--- config.mk ---
export PLATFORM = sky130hd
export DESIGN_NAME = strict_decimal_integer_parser_unit_flat
export DESIGN_NICKNAME = d
export VERILOG_FILES = /design/src/sv/sdip_pkg.sv /design/src/sv/sdip_if.sv /design/src/sv/strict_decimal_integer_parser_unit.sv /design/src/flat_wrapper.sv
export VERILOG_INCLUDE_DIRS = /design/src /design/src/sv
export SDC_FILE = /design/constraint.sdc
export NUM_CORES = 1
export LEC_CHECK = 0
export ABC_AREA = 1
export BUFFER_PORTS_ARGS = -buffer_cell sky130_fd_sc_hd__buf_2
export CAP_MARGIN = 20
export CORE_ASPECT_RATIO = 0.7
export CORE_MARGIN = 5
export CORE_UTILIZATION = 67
export DETAILED_ROUTE_END_ITERATION = 10
export PLACE_DENSITY = 0.9
export SLEW_MARGIN = 15
export SYNTH_ARGS = -nofsm -noshare
export SYNTH_HDL_FRONTEND = slang
export SYNTH_SLANG_ARGS = --single-unit
--- constraint.sdc ---
create_clock -name clock -period 9.8 [get_ports clock]
set_input_delay 0 -clock clock [delete_from_list [all_inputs] [get_ports clock]]
set_output_delay 0 -clock clock [all_outputs]
set_load 0.05 [all_outputs]
--- src/sv/strict_decimal_integer_parser_unit_defines.svh ---
`ifndef STRICT_DECIMAL_INTEGER_PARSER_UNIT_DEFINES_SVH
`define STRICT_DECIMAL_INTEGER_PARSER_UNIT_DEFINES_SVH

// Same-cycle implication, checked outside reset
`define SDIP_ASSERT_NOW(label, clk, rst, ante, cons, msg) \
   label: assert property (@(posedge clk) disable iff (rst) (ante) |-> (cons)) \
      else $error(msg);

// Next-cycle implication, checked outside reset
`define SDIP_ASSERT_NEXT(label, clk, rst, ante, cons, msg) \
   label: assert property (@(posedge clk) disable iff (rst) (ante) |=> (cons)) \
      else $error(msg);

`endif

--- src/sv/sdip_pkg.sv ---
package sdip_pkg;

   localparam int unsigned CharWidth  = 8;
   localparam int unsigned ValueWidth = 64;
   localparam int unsigned DigitWidth = 4;
   // room for magnitude * 10 + digit
   localparam int unsigned ProdWidth  = ValueWidth + 4;

   localparam logic [ValueWidth-1:0] LimU64 = 64'hFFFF_FFFF_FFFF_FFFF;
   localparam logic [ValueWidth-1:0] LimNeg = 64'h8000_0000_0000_0000;
   localparam logic [ValueWidth-1:0] LimPos = 64'h7FFF_FFFF_FFFF_FFFF;

   localparam logic [CharWidth-1:0] ChNul   = 8'h00;
   localparam logic [CharWidth-1:0] ChZero  = 8'h30;
   localparam logic [CharWidth-1:0] ChNine  = 8'h39;
   localparam logic [CharWidth-1:0] ChPlus  = 8'h2B;
   localparam logic [CharWidth-1:0] ChMinus = 8'h2D;
   localparam logic [CharWidth-1:0] ChSpace = 8'h20;
   localparam logic [CharWidth-1:0] ChTab   = 8'h09;

   localparam logic CsrSignedMode    = 1'b0;
   localparam logic CsrUnsignedLimit = 1'b1;

   typedef enum logic [4:0] {
      PH_LEAD  = 5'b00001,
      PH_SIGN  = 5'b00010,
      PH_DIGIT = 5'b00100,
      PH_TRAIL = 5'b01000,
      PH_BAD   = 5'b10000
   } phase_type;

endpackage

--- src/sv/sdip_if.sv ---
interface sdip_req_if import sdip_pkg::*; ();
   logic                 valid;
   logic                 ready;
   logic [CharWidth-1:0] char_code;

   modport source (output valid, output char_code, input ready);
   modport sink   (input valid, input char_code, output ready);
endinterface

interface sdip_rsp_if import sdip_pkg::*; ();
   logic                  valid;
   logic                  ready;
   logic [ValueWidth-1:0] value;
   logic                  ok;

   modport source (output valid, output value, output ok, input ready);
   modport sink   (input valid, input value, input ok, output ready);
endinterface

--- src/sv/strict_decimal_integer_parser_unit.sv ---
// Channel | Dir | Payload                  | Handshake
// req     | in  | char_code[7:0]           | valid/ready
// rsp     | out | value[63:0], ok          | valid/ready
// csr     | in  | index[0], write_data[63:0] | write_enable
//
// One character a cycle sustained, unless a NUL waits behind an untaken response.
// The character is registered, then one stage does multiply-by-ten, add and limit
// compare against the parse state and loads the response register on a NUL.
// Synchronous active-high reset returns the parse state to leading blanks.
// Only a NUL waiting behind an untaken response stalls the request side.
`include "strict_decimal_integer_parser_unit_defines.svh"

module strict_decimal_integer_parser_unit import sdip_pkg::*; (
   input  logic                  clock,
   input  logic                  reset,
   sdip_req_if.sink              req,
   sdip_rsp_if.source            rsp,
   input  logic                  csr_write_enable,
   input  logic                  csr_index,
   input  logic [ValueWidth-1:0] csr_write_data
);

   logic                  signed_mode_ff;
   logic [ValueWidth-1:0] unsigned_limit_ff;

   logic                  s1_valid_ff, s1_valid_in;
   logic [CharWidth-1:0]  s1_char_ff;
   logic                  s1_term;
   logic                  s1_go;

   phase_type             phase_ff, phase_in;
   logic [ValueWidth-1:0] mag_ff, mag_in;
   logic                  neg_ff, neg_in;

   logic                  rsp_valid_ff, rsp_valid_in;
   logic [ValueWidth-1:0] rsp_value_ff, rsp_value_in;
   logic                  rsp_ok_ff, rsp_ok_in;

   logic                  is_blank, is_digit;
   logic [DigitWidth-1:0] digit;
   logic [ValueWidth-1:0] lim;
   logic [ProdWidth-1:0]  mag_ext, prod;
   logic                  fits;
   logic                  end_ok;

   // configuration registers
   always_ff @(posedge clock) begin
      if (reset) begin
         signed_mode_ff    <= 1'b0;
         unsigned_limit_ff <= LimU64;
      end else if (csr_write_enable) begin
         unique case (csr_index)
            CsrSignedMode:    signed_mode_ff    <= csr_write_data[0];
            CsrUnsignedLimit: unsigned_limit_ff <= csr_write_data;
            default:          ;
         endcase
      end
   end

   // input stage
   assign s1_term   = (s1_char_ff == ChNul);
   assign s1_go     = s1_valid_ff && (!s1_term || !rsp_valid_ff || rsp.ready);
   assign req.ready = !s1_valid_ff || s1_go;

   always_comb begin
      s1_valid_in = s1_valid_ff;
      if (req.ready) s1_valid_in = req.valid;
   end

   always_ff @(posedge clock) begin
      if (reset) s1_valid_ff <= 1'b0;
      else       s1_valid_ff <= s1_valid_in;
   end

   always_ff @(posedge clock) begin
      if (req.valid && req.ready) s1_char_ff <= req.char_code;
   end

   // digit step: magnitude * 10 + digit must stay at or below the limit
   assign is_blank = (s1_char_ff == ChSpace) || (s1_char_ff == ChTab);
   assign is_digit = (s1_char_ff >= ChZero) && (s1_char_ff <= ChNine);
   assign digit    = DigitWidth'(s1_char_ff - ChZero);
   assign lim      = !signed_mode_ff ? LimU64 : (neg_ff ? LimNeg : LimPos);
   assign mag_ext  = {{(ProdWidth-ValueWidth){1'b0}}, mag_ff};
   assign prod     = (mag_ext << 3) + (mag_ext << 1)
                     + {{(ProdWidth-DigitWidth){1'b0}}, digit};
   assign fits     = (prod <= {{(ProdWidth-ValueWidth){1'b0}}, lim});

   always_comb begin
      phase_in = phase_ff;
      mag_in   = mag_ff;
      neg_in   = neg_ff;
      if (s1_go) begin
         if (s1_term) begin
            phase_in = PH_LEAD;
            mag_in   = '0;
            neg_in   = 1'b0;
         end else begin
            unique case (phase_ff)
               PH_LEAD: begin
                  if (is_blank) begin
                     phase_in = PH_LEAD;
                  end else if (s1_char_ff == ChPlus) begin
                     phase_in = PH_SIGN;
                  end else if (s1_char_ff == ChMinus && signed_mode_ff) begin
                     phase_in = PH_SIGN;
                     neg_in   = 1'b1;
                  end else if (is_digit && fits) begin
                     phase_in = PH_DIGIT;
                     mag_in   = prod[ValueWidth-1:0];
                  end else begin
                     phase_in = PH_BAD;
                  end
               end
               PH_SIGN: begin
                  if (is_digit && fits) begin
                     phase_in = PH_DIGIT;
                     mag_in   = prod[ValueWidth-1:0];
                  end else begin
                     phase_in = PH_BAD;
                  end
               end
               PH_DIGIT: begin
                  if (is_digit && fits) mag_in = prod[ValueWidth-1:0];
                  else if (is_blank)    phase_in = PH_TRAIL;
                  else                  phase_in = PH_BAD;
               end
               PH_TRAIL: begin
                  if (!is_blank) phase_in = PH_BAD;
               end
               default: phase_in = PH_BAD;
            endcase
         end
      end
   end

   always_ff @(posedge clock) begin
      if (reset) begin
         phase_ff <= PH_LEAD;
         mag_ff   <= '0;
         neg_ff   <= 1'b0;
      end else begin
         phase_ff <= phase_in;
         mag_ff   <= mag_in;
         neg_ff   <= neg_in;
      end
   end

   // response register, re-checked under the current mode at the NUL
   assign end_ok = ((phase_ff == PH_DIGIT) || (phase_ff == PH_TRAIL))
                   && (signed_mode_ff ? (mag_ff <= lim)
                                      : (!neg_ff && mag_ff <= unsigned_limit_ff));

   always_comb begin
      rsp_valid_in = rsp_valid_ff;
      rsp_value_in = rsp_value_ff;
      rsp_ok_in    = rsp_ok_ff;
      if (rsp.ready) rsp_valid_in = 1'b0;
      if (s1_go && s1_term) begin
         rsp_valid_in = 1'b1;
         rsp_ok_in    = end_ok;
         if (!end_ok)     rsp_value_in = '0;
         else if (neg_ff) rsp_value_in = ~mag_ff + ValueWidth'(1);
         else             rsp_value_in = mag_ff;
      end
   end

   always_ff @(posedge clock) begin
      if (reset) rsp_valid_ff <= 1'b0;
      else       rsp_valid_ff <= rsp_valid_in;
   end

   always_ff @(posedge clock) begin
      rsp_value_ff <= rsp_value_in;
      rsp_ok_ff    <= rsp_ok_in;
   end

   assign rsp.valid = rsp_valid_ff;
   assign rsp.value = rsp_value_ff;
   assign rsp.ok    = rsp_ok_ff;

   `SDIP_ASSERT_NOW(a_phase_onehot, clock, reset, 1'b1, $onehot(phase_ff),
      "parse phase not one-hot")
   `SDIP_ASSERT_NEXT(a_nul_clears_state, clock, reset, s1_go && s1_term,
      phase_ff == PH_LEAD && mag_ff == '0 && !neg_ff,
      "parse state not cleared after NUL")
   `SDIP_ASSERT_NOW(a_stall_only_on_nul, clock, reset, !req.ready,
      s1_valid_ff && s1_term && rsp_valid_ff,
      "request side stalled without a pending NUL")
   `SDIP_ASSERT_NOW(a_reject_zero, clock, reset, rsp_valid_ff && !rsp_ok_ff,
      rsp_value_ff == '0, "rejected response carries a non-zero value")

endmodule

--- src/flat_wrapper.sv ---
// flat-port wrapper written by rule: the top's interface ports become plain ports
module strict_decimal_integer_parser_unit_flat import sdip_pkg::*;
  (clock, reset, csr_write_enable, csr_index, csr_write_data, req_valid, req_char_code, req_ready, rsp_valid, rsp_value, rsp_ok, rsp_ready);
  sdip_req_if req_i ();
  sdip_rsp_if rsp_i ();
  input  logic clock;
  input  logic reset;
  input  logic csr_write_enable;
  input  logic csr_index;
  input  logic [ValueWidth-1:0] csr_write_data;
  input wire logic [$bits(req_i.valid)-1:0] req_valid;
  input wire logic [$bits(req_i.char_code)-1:0] req_char_code;
  output wire logic [$bits(req_i.ready)-1:0] req_ready;
  output wire logic [$bits(rsp_i.valid)-1:0] rsp_valid;
  output wire logic [$bits(rsp_i.value)-1:0] rsp_value;
  output wire logic [$bits(rsp_i.ok)-1:0] rsp_ok;
  input wire logic [$bits(rsp_i.ready)-1:0] rsp_ready;
  assign req_i.valid = req_valid;
  assign req_i.char_code = req_char_code;
  assign req_ready = req_i.ready;
  assign rsp_valid = rsp_i.valid;
  assign rsp_value = rsp_i.value;
  assign rsp_ok = rsp_i.ok;
  assign rsp_i.ready = rsp_ready;
  strict_decimal_integer_parser_unit u_core (.clock(clock), .reset(reset), .req(req_i), .rsp(rsp_i), .csr_write_enable(csr_write_enable), .csr_index(csr_index), .csr_write_data(csr_write_data));
endmodule
## Word-level counts from Yosys, hierarchy flattened

Cells that the tools add are included.

| storage, ports and cells | value |
|---|---|
| bits in registers | 210 |
| input bits | 78 |
| output and inout bits | 67 |
| logic and storage cells | 90 |

| operators by class | value |
|---|---|
| $add $sub $neg | 4 |
| $lt $le $gt $ge | 5 |
| equal/unequal tests | 15 |
| muxes and demuxes | 26 |
| bitwise logic cells | 2 |
| reductions and logical operators | 28 |

Operators with widths:

| kind | number |
|---|---|
| $mux W64 | 8 |
| $le A64 B64 Y1 | 2 |
| $pmux W64 S2 | 1 |
| $add A67 B65 Y68 | 1 |
| $add A68 B4 Y68 | 1 |
| $le A68 B64 Y1 | 1 |
| $add A64 B1 Y64 const B | 1 |
| $not A64 Y64 | 1 |
| $mux W5 | 8 |
| $eq A8 B6 Y1 const B | 3 |
| $pmux W5 S4 | 1 |
| $ne A3 B2 Y1 const B | 5 |
| $reduce_and A5 Y1 | 2 |
| $eq A8 B4 Y1 const B | 1 |
| $ge A8 B6 Y1 const B | 1 |
| $le A8 B6 Y1 const B | 1 |
| $logic_and A1 B1 Y1 | 8 |
| $logic_not A8 Y1 | 1 |
| $mux W1 | 8 |
| $reduce_bool A2 Y1 | 3 |
| $eq A5 B1 Y1 const B | 1 |
| $eq A5 B2 Y1 const B | 1 |
| $eq A5 B3 Y1 const B | 1 |
| $eq A5 B4 Y1 const B | 1 |
| other kinds (9) | 18 |

## Longest topological paths before layout

Gate-level depths: netlist of run 1.

| depth | value |
|---|---|
| depth after elaboration | 10 |
| mapped depth | 35 |
| mapped depth without buffers | 35 |

## Least setup slack after synthesis of run 1

No wires, ideal clock.

| path | value |
|---|---|
| kind | register to register |
| start point | reg u_core.neg_ff |
| end point | reg u_core.rsp_value_ff[34], in the netlist u_core.rsp.value[34] (data pin) |
| setup time | 0.138 ns |
| arrival | 5.188 ns |
| required time | 9.662 ns |
| setup slack | 4.474 ns |
| stages on the path, launching flop included | 21 |
| path buffers | 4 |
| period minus slack after synthesis | 5.326 ns |
| cells stage by stage | dfxtp_1 clkbuf_1 clkbuf_1 nand2_1 inv_1 ha_1 a21oi_1 o21ai_0 a21oi_1 nor2_1 o21ai_0 a21oi_1 nor2_1 nand2_1 nand3_1 nand2_1 a21boi_2 nand2_1 buf_2 buf_2 nor2_1 |

| between the ends | value |
|---|---|
| word-level cells in the longest chain between the ends | 5 |
| elaborated cells on any way between the ends | 8 |
| those cells by class | order compare: 1; mux: 4; reduce/logical: 3 |

Ends and longest elaborated chain:

| what | RTL line | text |
|---|---|---|
| start: declaration | strict_decimal_integer_parser_unit.sv:33 | `logic neg_ff, neg_in;` |
| start signal: assignment | strict_decimal_integer_parser_unit.sv:145 | `neg_ff <= neg_in;` |
| $mux W64 (2 in a row) | strict_decimal_integer_parser_unit.sv:83 | `assign lim = !signed_mode_ff ? LimU64 : (neg_ff ? LimNeg : LimPos);` |
| $le A64 B64 Y1 | strict_decimal_integer_parser_unit.sv:151 | `&& (signed_mode_ff ? (mag_ff <= lim)` |
| $mux W1 | strict_decimal_integer_parser_unit.sv:151 |  |
| $logic_and A1 B1 Y1 | strict_decimal_integer_parser_unit.sv:151 |  |
| end signal: assignment | strict_decimal_integer_parser_unit.sv:174 | `rsp_value_ff <= rsp_value_in;` |
| end: declaration | strict_decimal_integer_parser_unit.sv:36 | `logic [ValueWidth-1:0] rsp_value_ff, rsp_value_in;` |

Parallel ways exist; a longest one is shown, timed or not.
A chain may end at the register's enable or synchronous reset.

## Worst setup path in the final report of run 1

| path | value |
|---|---|
| start point | reg u_core.s1_char_ff[3] |
| end point | reg u_core.mag_ff[39] |

| between the ends | value |
|---|---|
| word-level cells in the longest chain between the ends | 10 |
| elaborated cells on any way between the ends | 29 |
| those cells by class | add/sub: 2; order compare: 3; eq/ne: 7; mux: 6; reduce/logical: 11 |

Ends and longest elaborated chain:

| what | RTL line | text |
|---|---|---|
| start: declaration | strict_decimal_integer_parser_unit.sv:27 | `logic [CharWidth-1:0] s1_char_ff;` |
| start signal: assignment | strict_decimal_integer_parser_unit.sv:76 | `if (req.valid && req.ready) s1_char_ff <= req.char_code;` |
| $sub A4 B1 Y4 | strict_decimal_integer_parser_unit.sv:82 | `assign digit = DigitWidth'(s1_char_ff - ChZero);` |
| $add A68 B4 Y68 | strict_decimal_integer_parser_unit.sv:86 | `+ {{(ProdWidth-DigitWidth){1'b0}}, digit};` |
| $le A68 B64 Y1 | strict_decimal_integer_parser_unit.sv:87 | `assign fits = (prod <= {{(ProdWidth-ValueWidth){1'b0}}, lim});` |
| $logic_and A1 B1 Y1 | strict_decimal_integer_parser_unit.sv:108, strict_decimal_integer_parser_unit.sv:116, strict_decimal_integer_parser_unit.sv:124 |  |
| $mux W64 | strict_decimal_integer_parser_unit.sv:108, strict_decimal_integer_parser_unit.sv:116, strict_decimal_integer_parser_unit.sv:124 |  |
| $mux W64 | strict_decimal_integer_parser_unit.sv:105 | `end else if (s1_char_ff == ChMinus && signed_mode_ff) begin` |
| $mux W64 | strict_decimal_integer_parser_unit.sv:103 | `end else if (s1_char_ff == ChPlus) begin` |
| $mux W64 | strict_decimal_integer_parser_unit.sv:101 | `if (is_blank) begin` |
| $pmux W64 S2 | strict_decimal_integer_parser_unit.sv:99 | `unique case (phase_ff)` |
| $mux W64 | strict_decimal_integer_parser_unit.sv:94 | `if (s1_term) begin` |
| end signal: assignment | strict_decimal_integer_parser_unit.sv:144 | `mag_ff <= mag_in;` |
| end: declaration | strict_decimal_integer_parser_unit.sv:32 | `logic [ValueWidth-1:0] mag_ff, mag_in;` |

Parallel ways exist; a longest one is shown, timed or not. The select of a mux whose other input is x is not followed.

==> impl_metrics.toml, run 1 <==
[status]
status = "finished, violations left"
violations = "DRC"

[sta]
finalClockSkew_ns = 0.0167
finalSetupViolCount = 0
timing.final.crit_share_pct = 60.5
relSlewSlack_pct = 22.9
max_slew.worst_pin.slew_ns = 1.16
holdWs_ns = 0.173
worst_slack_ns = 3.87
rsz0062_at_grt = "no"
max_freq_mhz = 169
final_max_slew_viol_count = 0
min_period_ns = 5.93
fin_tns_setup_ns = 0
hold_viol_final = 0

[global_route]
overflow = 0
grt_use_total_pct = 39.0
first_global_vias = 19900
grt_max_degree = 71
antenna_found_initial = 1
grt_pass1_wl_mm = 104

[critical_path]
path_class = "flip-flop to flip-flop"
critPathMaxFanout = 63
cp_data_required_time_ns = 10.15
worstSetupEndpointType = "flip-flop"
slowest_stage = "fa_1"
worstPathArrival_ns = 6.28
cp_common_cell = "nand2_1"
rrSetupSlack_ns = 3.87
start_kind = "flip-flop"
cp_slowest_stage_delay_ns = 0.61

[finish]
layout-drive-gt1-share_pct = 13.1
n_fill_cell = 1885
final_cell_area_um2 = 21900
area_growth_pct = 12.8
fin_nets = 3232
final_util_pct = 76.1

[place]
dpl_worst_slack_ns = 4.05
place_area_um2 = 20300
portBuffers = 144
place_congestion = 1.06
hpwl_mm = 47.0

[drt]
post-route-drc-count = 2
vias = 20900
drtPass1Iterations = 11
wl_per_cell_um = 21.2
postRouteAntennaNets = 0
drt_iter0_drc = 3256
drt-total-wl_mm = 68.5
vias_per_cell = 6.48

[logic_synthesis]
seq_area_frac_synth_pct = 25.4
yosysUniqueCellTypes = 62
synth-seq-cells = 210
synth_warnings = 0
synthesis.area_um2 = 19400
synth_nets = 3032
syn_area_per_cell_um2 = 7.37
synthCells = 2632

[clocking]
cts_sinks = 210
htreeDepth = 1
cts_tree = "yes"
cts_root_buf = "clkbuf_16"
cts_inserted_buffers = 23
cts.repair.resized = 0
clockBufferDepth = 3
cts.clk_slew.worst_paths_ns = 0.07
clk_latency_ns = 0.53

[floorplan]
num_io_pins = 145
num_rows = 52
die_h_um = 152
die-area_um2 = 32500
dieWidth_um = 213
core_area_um2 = 28800
initial_core_util_pct = 67.5

[run]
cap_violations = 0

[pwr]
power_density_nw_per_um2 = 91.5
leakagePower_nw = 11.4
peakVddDrop_uv = 87.3

[worst_hold_path]
hold_path.class = "input pin to flip-flop"
[Yosys cell counts, drive strengths merged]
cell | count | area, um^2
a41oi | 2 | 17.5
o31ai | 7 | 57.6
clkinv | 1 | 8.76
or2 | 5 | 31.3
nand2 | 704 | 2850
nor4 | 29 | 181
a21oi | 231 | 1390
a21boi | 6 | 48.8
a31o | 2 | 17.5
nand3b | 6 | 48.8
and2 | 2 | 12.5
nor3 | 33 | 180
o21ai | 68 | 348
a221oi | 2 | 17.5
fa | 2 | 40.0
nor2 | 288 | 1110
dfxtp | 137 | 2740
a21o | 12 | 90.1
edfxtp | 73 | 2190
xnor2 | 37 | 324
o31a | 1 | 8.76
o21a | 3 | 22.5
nand3 | 77 | 403
a31oi | 12 | 75.1
xor2 | 78 | 691
o41ai | 1 | 8.76
o21bai | 16 | 120
o221ai | 1 | 8.76
nand4 | 30 | 188
nor4b | 3 | 26.3
buf | 19 | 203
a211oi | 5 | 37.5
o2111ai | 5 | 43.8
clkbuf | 35 | 133
and3 | 7 | 43.8
a22oi | 1 | 7.51
o211ai | 74 | 556
nor3b | 1 | 7.51
ha | 320 | 4000
inv | 296 | 1110
[cell families after synthesis]
kind of cell	count (synthesis)	synth area share [%]
AO/OA/AOI/OAI	449	14.8
XOR/XNOR	115	5.23
adder cells (fa/ha/maj)	322	20.8
buffers and inverters	351	7.51
flip-flops	210	25.4
AND/OR/NAND/NOR	1185	26.2
[worst max-delay path, delay by kind of cell, from the launching register on]
family | cells | cell delay, ns
compound gates | 5 | 0.82
buf+inv | 2 | 0.60
xor+xnor | 1 | 0.35
flops | 1 | 0.48
simple gates | 18 | 2.21
fa+ha+maj | 3 | 1.28
[cell type report]
type | instances | area [um^2] | share of cell area, %
inverter | 297 | 1120 | 5.14
timing repair buffer | 229 | 1570 | 7.18
sequential | 210 | 4930 | 22.5
antenna | 1 | 2.50 | 0.0114
tap | 378 | 473 | 2.16
multi-input combinational | 2071 | 13000 | 59.4
clock buffer | 25 | 603 | 2.75
clock inverter | 16 | 171 | 0.783
[sequential cells by signal (all words and copies together) (netlist names)]
| name | flops |
|---|---|
| u_core.mag_ff | 64 |
| u_core.signed_mode_ff | 1 |
| u_core.rsp.ok | 1 |
| u_core.s1_char_ff | 8 |
| u_core.rsp.value | 64 |
| u_core.s1_valid_ff | 1 |
| u_core.unsigned_limit_ff | 64 |
| u_core.phase_ff | 5 |
| u_core.neg_ff | 1 |
| u_core.rsp.valid | 1 |
[metrics by stage]
step / total power [W] / std cells
floorplan: 0.00102 / 2632
CTS: 0.00197 / 3225
global route: 0.00204 / 3227
detailed placement: 0.00106 / 3105
global placement: 0.00105 / 3105
finish: 0.00200 / 3227
[report_power, final]
part,leakage (nW),internal (W),switching (W),total [W]
combinational,9.36,0.0000620,0.0000974,0.000159
sequential,1.67,0.000918,0.0000113,0.000929
clock,0.383,0.000526,0.000389,0.000915
total,11.4,0.00151,0.000498,0.00200
[placed cells by master (no fill, tap or decap), types with 5 or more instances in the layout]
master,n
nand2_2,76
a21boi_0,5
a21oi_1,170
nand3b_1,5
nor4_1,29
dlygate4sd3_1,79
inv_2,14
a31oi_1,12
o21bai_1,16
o31ai_1,6
a21oi_2,61
o21ai_1,11
xnor2_1,37
clkbuf_16,23
nand3_1,75
and3_1,7
a21o_1,12
a211oi_1,5
nand2_1,626
o21ai_0,55
dfxtp_1,137
o2111ai_1,5
buf_2,143
nand4_1,30
xor2_1,77
nor2_1,277
nor3_1,30
ha_1,320
clkinv_2,7
inv_1,279
buf_4,6
edfxtp_1,73
o211ai_1,74
nor2_2,10
[routing by layer]
layer	part of all wire [%]	track usage, %
met2	41	58.3
met5	0	0
met4	5.8	16.7
met3	15	10.0
met1	38	53.6
[path summary, 6_finish.rpt]
path | start | end | depth (start not counted)
setup reg to reg | u_core.s1_char_ff[3]$_DFFE_PP_ | u_core.mag_ff[39]$_SDFFE_PP0P_ | 29
setup / recovery | u_core.s1_char_ff[3]$_DFFE_PP_ | u_core.mag_ff[39]$_SDFFE_PP0P_ | 29
hold / removal | reset | u_core.mag_ff[55]$_SDFFE_PP0P_ | 2
hold reg to reg | u_core.unsigned_limit_ff[61]$_SDFFE_PP1P_ | u_core.unsigned_limit_ff[61]$_SDFFE_PP1P_ | 2
[timing repair]
item,in CTS,in global routing
hold endpoints to repair,75,0
hold buffers,79,0
setup buffers,0,0
Power figures use the tool's default switching activity.
==> run 2, diff against run 1 <==
CORE_UTILIZATION = 63   (was 67)
PLACE_DENSITY = 0.86   (was 0.9)
clock period = 5.6 ns   (was 9.8 ns; I/O delays follow)
==> run 2 against run 1 <==
Compared with the run above:
- critical path depth is 2 higher
- critical endpoint is now u_core.mag_ff[16]$_SDFFE_PP0P_
- clock power rose by 78%
- total power grew 76%
- largest cell class unchanged
- the flow now finishes without violations
==> impl_metrics.toml, run 2 (synthesized netlist as in run 1, its figures left out) <==
[global_route]
antenna_found_initial = 1
grt_pass1_wl_mm = 106
grt_use_total_pct = 38.3
grt_max_degree = 75
first_global_vias = 19900
overflow = 0

[drt]
drtPass1Iterations = 6
drt_iter0_drc = 2848
wl_per_cell_um = 20.5
vias = 20800
postRouteAntennaNets = 0
vias_per_cell = 6.23
drt-total-wl_mm = 68.2
post-route-drc-count = 0

[sta]
min_period_ns = 5.28
final_max_slew_viol_count = 0
hold_viol_final = 0
finalSetupViolCount = 0
relSlewSlack_pct = 23.0
timing.final.crit_share_pct = 94.3
worst_slack_ns = 0.318
max_slew.worst_pin.slew_ns = 1.16
finalClockSkew_ns = 0.0178
max_freq_mhz = 189

[critical_path]
worstSetupEndpointType = "flip-flop"
cp_common_cell = "nand2_1"
path_class = "flip-flop to flip-flop"
cp_slowest_stage_delay_ns = 0.61
cp_data_required_time_ns = 6.03
crit_family = "simple AND/OR/NAND/NOR gates"
start_kind = "flip-flop"
worstPathArrival_ns = 5.71
path_buf_inv = 3
slowest_stage = "fa_1"
critPathMaxFanout = 17

[finish]
mostFrequentLayoutCells = "626 x nand2_1, 320 x ha_1, 279 x inv_1"
area_growth_pct = 16.5
final_common_cell = "nand2_1"
layout-drive-gt1-share_pct = 15.5
fin_nets = 3300
final_util_pct = 74.9

[floorplan]
die-area_um2 = 34500
initial_core_util_pct = 64.3
dieWidth_um = 220
num_io_pins = 145
core_area_um2 = 30200
die_h_um = 157
num_rows = 53

[clocking]
htreeDepth = 1
clk_latency_ns = 0.52
cts_root_buf = "clkbuf_16"
clockBufferDepth = 3
cts_inserted_buffers = 23
cts_sinks = 210
cts_tree = "yes"
cts.clk_slew.worst_paths_ns = 0.06

[place]
hpwl_mm = 50.0
place_congestion = 0.991
dpl_worst_slack_ns = 0.200
portBuffers = 144

[run]
cap_violations = 0

[pwr]
power_density_nw_per_um2 = 156
leakagePower_nw = 11.8
peakVddDrop_uv = 203

[status]
status = "complete, no violations"

[worst_hold_path]
hold_path.class = "input pin to flip-flop"
[run 2: repair_timing]
action                                  in CTS  in global routing
endpoints found under the setup margin       0                 68
hold buffers                                78                  0
resized for setup                            0                 18
hold endpoints to repair                    75                  0
buffers inserted                             0                  7
[run 2: path summary, 6_finish.rpt]
| path | from | to | slack (ns) | depth (start not counted) |
|---|---|---|---|---|
| worst max register to register | u_core.s1_char_ff[3]$_DFFE_PP_ | u_core.mag_ff[16]$_SDFFE_PP0P_ | 0.32 | 31 |
| worst max-delay path | u_core.s1_char_ff[3]$_DFFE_PP_ | u_core.mag_ff[16]$_SDFFE_PP0P_ | 0.32 | 31 |
| worst min-delay path | csr_index | u_core.signed_mode_ff$_SDFFE_PP0P_ | 0.06 | 5 |
| worst min register to register | u_core.unsigned_limit_ff[59]$_SDFFE_PP1P_ | u_core.unsigned_limit_ff[59]$_SDFFE_PP1P_ | 0.51 | 2 |
[run 2: tightest hold or removal path, stage by stage]
cell and delay (ns):
buf_2 0.08, inv_1 0.04, nand2_1 0.12, o21ai_0 0.09
a21oi_1 0.17
[run 2: metal layers]
metal  routed length, um  up-vias  GRT usage (%)
li1                    -     9412              -
met1               27200     9470           53.5
met2               28200     1570           57.8
met3                9690      299           9.22
met4                3170        0           14.6
met5                   0        -              0
[run 2: layout make-up]
type,count,area [um^2]
clock buffer,26,607
sequential,210,4940
inverter,297,1130
antenna,1,2.50
fill,2129,7560
tap,412,515
multi-input combinational,2071,13100
timing repair buffer,297,2150
clock inverter,15,181
[run 2: where the power goes]
part           switching, W  total, W  internal (W)  leakage, nW
logic              0.000161  0.000270      0.000109         9.77
clock network      0.000664   0.00163      0.000963        0.380
registers         0.0000185   0.00162       0.00161         1.67
total              0.000843   0.00352       0.00268         11.8
[run 2: per-stage QoR]
stage	hold slack [ns]	instances	setup TNS [ns]	total power, W	cell area, um^2
final	0.0611	3329	0	0.00352	22600
after floorplan	0.0989	2632	0	0.00178	19400
after detailed placement	0.179	3201	0	0.00186	20900
after global placement	0.179	3201	0	0.00184	20900
after CTS	0.0194	3320	0	0.00347	22500
after global routing	0.125	3329	-0.0604	0.00358	22600
